`config.mk`:
```
export PLATFORM = sky130hd
export DESIGN_NAME = frd_div
export DESIGN_NICKNAME = d
export VERILOG_FILES = /design/src/design/assert_macros.svh /design/src/design/frd_div.sv
export SDC_FILE = /design/constraint.sdc
export NUM_CORES = 2
export LEC_CHECK = 0
export ABC_AREA = 0
export ABC_CLOCK_PERIOD_IN_PS = 3400
export BUFFER_PORTS_ARGS = -buffer_cell sky130_fd_sc_hd__buf_2
export CAP_MARGIN = 20
export CORE_UTILIZATION = 58
export CTS_CLUSTER_DIAMETER = 150
export DETAILED_ROUTE_END_ITERATION = 8
export PLACE_DENSITY = 0.81
export SLEW_MARGIN = 10
export SYNTH_ARGS = -nofsm -noshare
export SYNTH_HDL_FRONTEND = slang
export SYNTH_SLANG_ARGS = --single-unit
```
`constraint.sdc`:
```
create_clock -name clock -period 3.4 [get_ports clock]
set_clock_uncertainty 0.15 [all_clocks]
set_input_delay 0.68 -clock clock [delete_from_list [all_inputs] [get_ports clock]]
set_output_delay 0.68 -clock clock [all_outputs]
set_load 0.05 [all_outputs]
```
`src/design/assert_macros.svh`:
```
// Assertion macros shared by the refraction block.
// Needs a clock named clock and a reset named reset in the including scope.
`ifndef ASSERT_MACROS_SVH
`define ASSERT_MACROS_SVH

// Same-cycle implication.
`define FRD_ASSERT_IMP(label, ante, cons, msg) \
   label: assert property (@(posedge clock) disable iff (reset) (ante) |-> (cons)) \
      else $error(msg);

// Next-cycle implication.
`define FRD_ASSERT_NXT(label, ante, cons, msg) \
   label: assert property (@(posedge clock) disable iff (reset) (ante) |=> (cons)) \
      else $error(msg);

`endif

```
`src/design/frd_div.sv`:
```
// Pipelined restoring divider, one quotient bit per stage, with side data.
// Stand-alone; the partial remainder given at the input must be below the divisor.
`timescale 1ns / 1ps
module frd_div #(
   parameter int DenW  = 26,
   parameter int QuoW  = 32,
   parameter int SideW = 1
) (
   input  logic             clock,
   input  logic             reset,
   input  logic             en,
   input  logic             in_valid,
   input  logic [DenW-1:0]  in_rem,
   input  logic [DenW-1:0]  in_den,
   input  logic [QuoW-1:0]  in_low,
   input  logic [SideW-1:0] in_side,
   output logic             out_valid,
   output logic [QuoW-1:0]  out_quo,
   output logic [SideW-1:0] out_side
);

   logic             vld_ff  [QuoW];
   logic [DenW-1:0]  rem_ff  [QuoW];
   logic [DenW-1:0]  den_ff  [QuoW];
   logic [QuoW-1:0]  low_ff  [QuoW];
   logic [SideW-1:0] side_ff [QuoW];

   for (genvar k = 0; k < QuoW; k++) begin : g_stage
      logic             vld_i;
      logic [DenW-1:0]  rem_i;
      logic [DenW-1:0]  den_i;
      logic [QuoW-1:0]  low_i;
      logic [SideW-1:0] side_i;
      logic [DenW:0]    trial;
      logic [DenW-1:0]  rem_in;
      logic [QuoW-1:0]  low_in;

      if (k == 0) begin : g_head
         assign vld_i  = in_valid;
         assign rem_i  = in_rem;
         assign den_i  = in_den;
         assign low_i  = in_low;
         assign side_i = in_side;
      end else begin : g_body
         assign vld_i  = vld_ff[k-1];
         assign rem_i  = rem_ff[k-1];
         assign den_i  = den_ff[k-1];
         assign low_i  = low_ff[k-1];
         assign side_i = side_ff[k-1];
      end

      always_comb begin
         trial = {rem_i, low_i[QuoW-1]};
         if (trial >= {1'b0, den_i}) begin
            rem_in = DenW'(trial - {1'b0, den_i});
            low_in = {low_i[QuoW-2:0], 1'b1};
         end else begin
            rem_in = trial[DenW-1:0];
            low_in = {low_i[QuoW-2:0], 1'b0};
         end
      end

      always_ff @(posedge clock) begin
         if (reset) begin
            vld_ff[k] <= 1'b0;
         end else if (en) begin
            vld_ff[k] <= vld_i;
         end
         if (en) begin
            rem_ff[k]  <= rem_in;
            den_ff[k]  <= den_i;
            low_ff[k]  <= low_in;
            side_ff[k] <= side_i;
         end
      end
   end

   assign out_valid = vld_ff[QuoW-1];
   assign out_quo   = low_ff[QuoW-1];
   assign out_side  = side_ff[QuoW-1];

endmodule

```
==> results.txt <==
----------------------------------------------------
[Global route]
  Routing layer with the top usage in global route ... met2
  Met3 usage ... 3.11%
  First-pass GRT wire length ... 494 mm
  Largest net degree at the start of global routing ... 106
  GR Util All Layers ... 26.8%
  Antenna violations before repair ... 11
  Global-route track usage on met2 ... 45.8%
  Vias in the first global route ... 88,900
  Met1 layer usage reported by global route ... 35.0%
  GRT Residual Overflow ... 0

[Power]
  Power share of the clock group ... 19.9%
  Post-route total power ... 156 mW
  Power share of the sequential group ... 33.4%
  Internal portion of total power ... 101 mW
  Total power density per cell area ... 972 nW/um^2
  Logic pwr share ... 46.8%
  IR Drop Worst-Case VDD ... 0.669 mV
  P_sw ... 55.8 mW
  Switching part of the total ... 35.7%
  Leakage power figure ... 65.4 nW

[Logic synthesis]
  Post-synthesis sequential element count ... 2,700
  Synth area leader ... edfxtp_1
  Mean instance size in the synthesized netlist ... 12.7 um^2
  Library cells used by synthesis ... 105
  Number of enable-type register cells in the synthesized netlist ... 2,700
  Proportion of synthesized flip-flops having asynchronous set or reset ... 0%
  Nets in the synthesized netlist ... 11,600
  Area share of the largest cell type after synthesis ... 60.3%
  Synthesized cell area ... 134,000 um^2
  Fraction of the yosys area taken by sequential cells ... 60.3%
  Yosys synthesis warning count ... 0
  Top post-synthesis cells by area ... edfxtp_1 (60%), ha_1 (7.7%), mux2_2 (3.5%)
  Synthesized instance count ... 10,600
  Primary flip-flop cell chosen by synthesis mapping ... edfxtp_1

[Final layout]
  Area added between synthesis and finish ... 19.6%
  Leading cell type in the layout, fill and taps excluded ... edfxtp_1
  Final Cell Area ... 161,000 um^2
  Fraction of final layout cells with drive strength greater than 1 ... 21.1%
  Filler Cell Count ... 15,300
  Final Net Count ... 12,900
  Top library cells by usage in the layout, fill and taps aside ... edfxtp_1 (2,700), inv_1 (1,054), buf_4 (966)

[Critical path]
  Data arrival time of the critical path ... 4.06 ns
  Worst setup path startpoint ... den_ff[1][183]
  Number of cells on the worst reg-to-reg path ... 14
  Worst EP required ... 3.92 ns
  Kind of capture point of the worst setup path ... flip-flop
  R2r startpoint ... den_ff[1][183]
  Crit path kind ... flip-flop to flip-flop
  Minimum setup slack among reg-to-reg paths ... -0.14 ns
  Launching element type of the critical path ... flip-flop
  CP bufs+invs ... 4
  Total number of cells along the worst setup path ... 14
  Critical path, cell by cell ... inv_2, ha_4, nor2b_4, o21ai_2, a21oi_2, o31a_1, o41ai_2, buf_4, o31ai_4, a221o_1, a21oi_4, buf_6, clkbuf_16, mux2_4
  Critical path peak fanout ... 6
  Endpoint of the worst register-to-register path ... rem_ff[1][210]
  Cell with the biggest individual delay on the critical path ... edfxtp_1
  Kind of cell adding the most delay to the critical path ... compound AO/OA/AOI/OAI gates
  Critical path's largest stage delay ... 0.41 ns

[Hold path]
  Hold endpoint ... low_ff[0][2]
  Hold Path Class ... input port to flip-flop
  Hold path startpoint ... en
  Hold path cells ... 1

[Clock tree]
  Clock tree sinks ... 2,700
  Total number of H-tree levels ... 5
  Clock network latency to the later pin of the worst-skew pair ... 0.96 ns
  Clock buffer count from CTS ... 298
  CTS max path bufs ... 4
  Buffer cell driving the clock tree root ... clkbuf_16
  Clock slew at the register clock pins of the worst setup and hold paths ... 0.06 ns
  Clock tree from TritonCTS ... done

[Timing]
  RSZ-0062 raised after global routing ... yes
  Worst slew slack as a fraction of its limit ... 46.7%
  Final-report setup violation count ... 112
  Tcrit/Tclk final ... 104%
  Final min period ... 3.54 ns
  Achievable clock frequency ... 282 MHz
  TNS Setup ... -7.05 ns
  Number of max-slew violations in the final report ... 0
  Least setup slack across all paths after layout ... -0.140 ns
  Hold Violations, Final ... 0
  Pin slew with the least headroom to its limit ... 0.796 ns

[Detailed routing]
  Total routed wirelength ... 329 mm
  DRC violations left ... 0
  DRT antenna net count ... 0
  Routed vias/inst ... 5.93
  First-pass detailed-route iteration total ... 8
  Number of DRC markers after the initial detailed-route iteration ... 8,392
  DR vias ... 90,300
  Detailed-route wire length per cell ... 21.6 um

[Floorplanning]
  Chip Width ... 483 um
  Initial core utilization ... 58.4%
  Die height ... 483 um
  Number of standard-cell rows in the floorplan ... 176
  Die area ... 234,000 um^2
  Standard cell core area ... 230,000 um^2
  Boundary Pins ... 123

[Place]
  HPWL Detailed ... 227 mm
  Routability-driven placement congestion ratio ... 0.966
  Standard cell area after detailed placement ... 145,000 um^2
  Count of buffers from port buffering ... 122

[Outcome]
  Outcome ... finished with violations
  Violations in the final reports ... setup timing

[Flow run]
  Number of maximum-capacitance violations ... 0

----------------------------------------------------
## power groups by stage
| stage | Sequential (mW) | Clock, mW | Combinational [mW] |
|---|---|---|---|
| finish | 52.2 | 31.0 | 73.1 |
| detailed placement | 52.6 | 0 | 63.1 |
| global route | 52.7 | 32.8 | 78.9 |
| floorplan | 49.9 | 0 | 44.5 |
| global placement | 52.5 | 0 | 61.4 |
| CTS | 52.1 | 31.6 | 66.5 |
## cell type report
cell class	instances	area, um^2	area share, %
Clock buffer	359	7860	4.89
Inverter	1090	4130	2.57
Tap cell	3026	3790	2.35
Antenna cell	10	25.0	0.0156
Multi-Input combinational cell	6584	51300	31.9
Clock inverter	160	1400	0.871
Sequential cell	2700	81100	50.4
Timing Repair Buffer	1309	11200	6.99
Timing Repair inverter	1	8.76	0.00545
## cells in the mapped netlist (30+ instances only)
cell / count
or2_2: 30
inv_1: 1086
a211oi_1: 64
a21oi_1: 765
and3_1: 68
nand2b_1: 85
edfxtp_1: 2700
o211ai_1: 50
nand2_1: 605
buf_2: 51
nor3_1: 128
nand4_1: 133
mux2_2: 421
xnor2_1: 409
and2_1: 63
xor2_1: 236
nor4_1: 49
nand3_1: 140
o31ai_1: 58
nor2b_1: 82
ha_1: 832
nor2_1: 539
o21a_1: 105
clkbuf_1: 156
o21bai_1: 119
a21o_1: 435
a31oi_1: 91
o21ai_0: 529
fa_1: 31
or3_1: 34
## registers in the layout, summed over array words and instances, names as in the netlist
name,flops
vld_ff,32
rem_ff,806
den_ff,806
side_ff,32
low_ff,1024
## timing repair
| item | 4_1_cts | 5_1_grt |
|---|---|---|
| gates cloned | 11 | 26 |
| endpoints found under the setup margin | 445 | 697 |
| hold buffers | 83 | 1 |
| resized for setup | 224 | 521 |
| buffers inserted | 48 | 143 |
| hold endpoints to repair | 83 | 1 |
| pin swaps | 85 | 231 |
## routing by layer
metal,part of all wire (%),up-vias
met3,5.3,881
met2,49,3375
met4,4.2,4
li1,-,42200
met1,41,43900
met5,0.010,-
## kinds of logic after synthesis
group | Yosys count | synth area share, %
AOI/OAI and AO/OA | 2562 | 12.3
xor gates and xnor gates | 645 | 4.20
and+or+nand+nor | 2041 | 7.25
adders and majority gates | 863 | 8.20
DFF | 2700 | 60.3
buffers and inverters | 1315 | 3.78
muxes | 473 | 3.96
## per-stage QoR
stage               hold slack, ns  cells  utilization (%)  setup slack, ns
finish                      0.0492  15200             69.9           -0.140
global route                0.0299  15200             69.9           -0.215
CTS                         0.0141  15100             68.2           -0.120
detailed placement           0.255  14400             63.2           -0.458
global placement             0.250  14400             63.2           -0.436
floorplan                    0.250  10600                -          -0.0224
## worst max path at each step
stage | end | slack [ns]
global placement | rem_ff[1][365] | -0.44
detailed placement | rem_ff[1][365] | -0.46
finish | rem_ff[1][210] | -0.14
CTS | rem_ff[1][219] | -0.12
floorplan | rem_ff[0][22] | -0.02
global route | rem_ff[0][377] | -0.21
No activity file was read; power rests on OpenSTA's default activity.
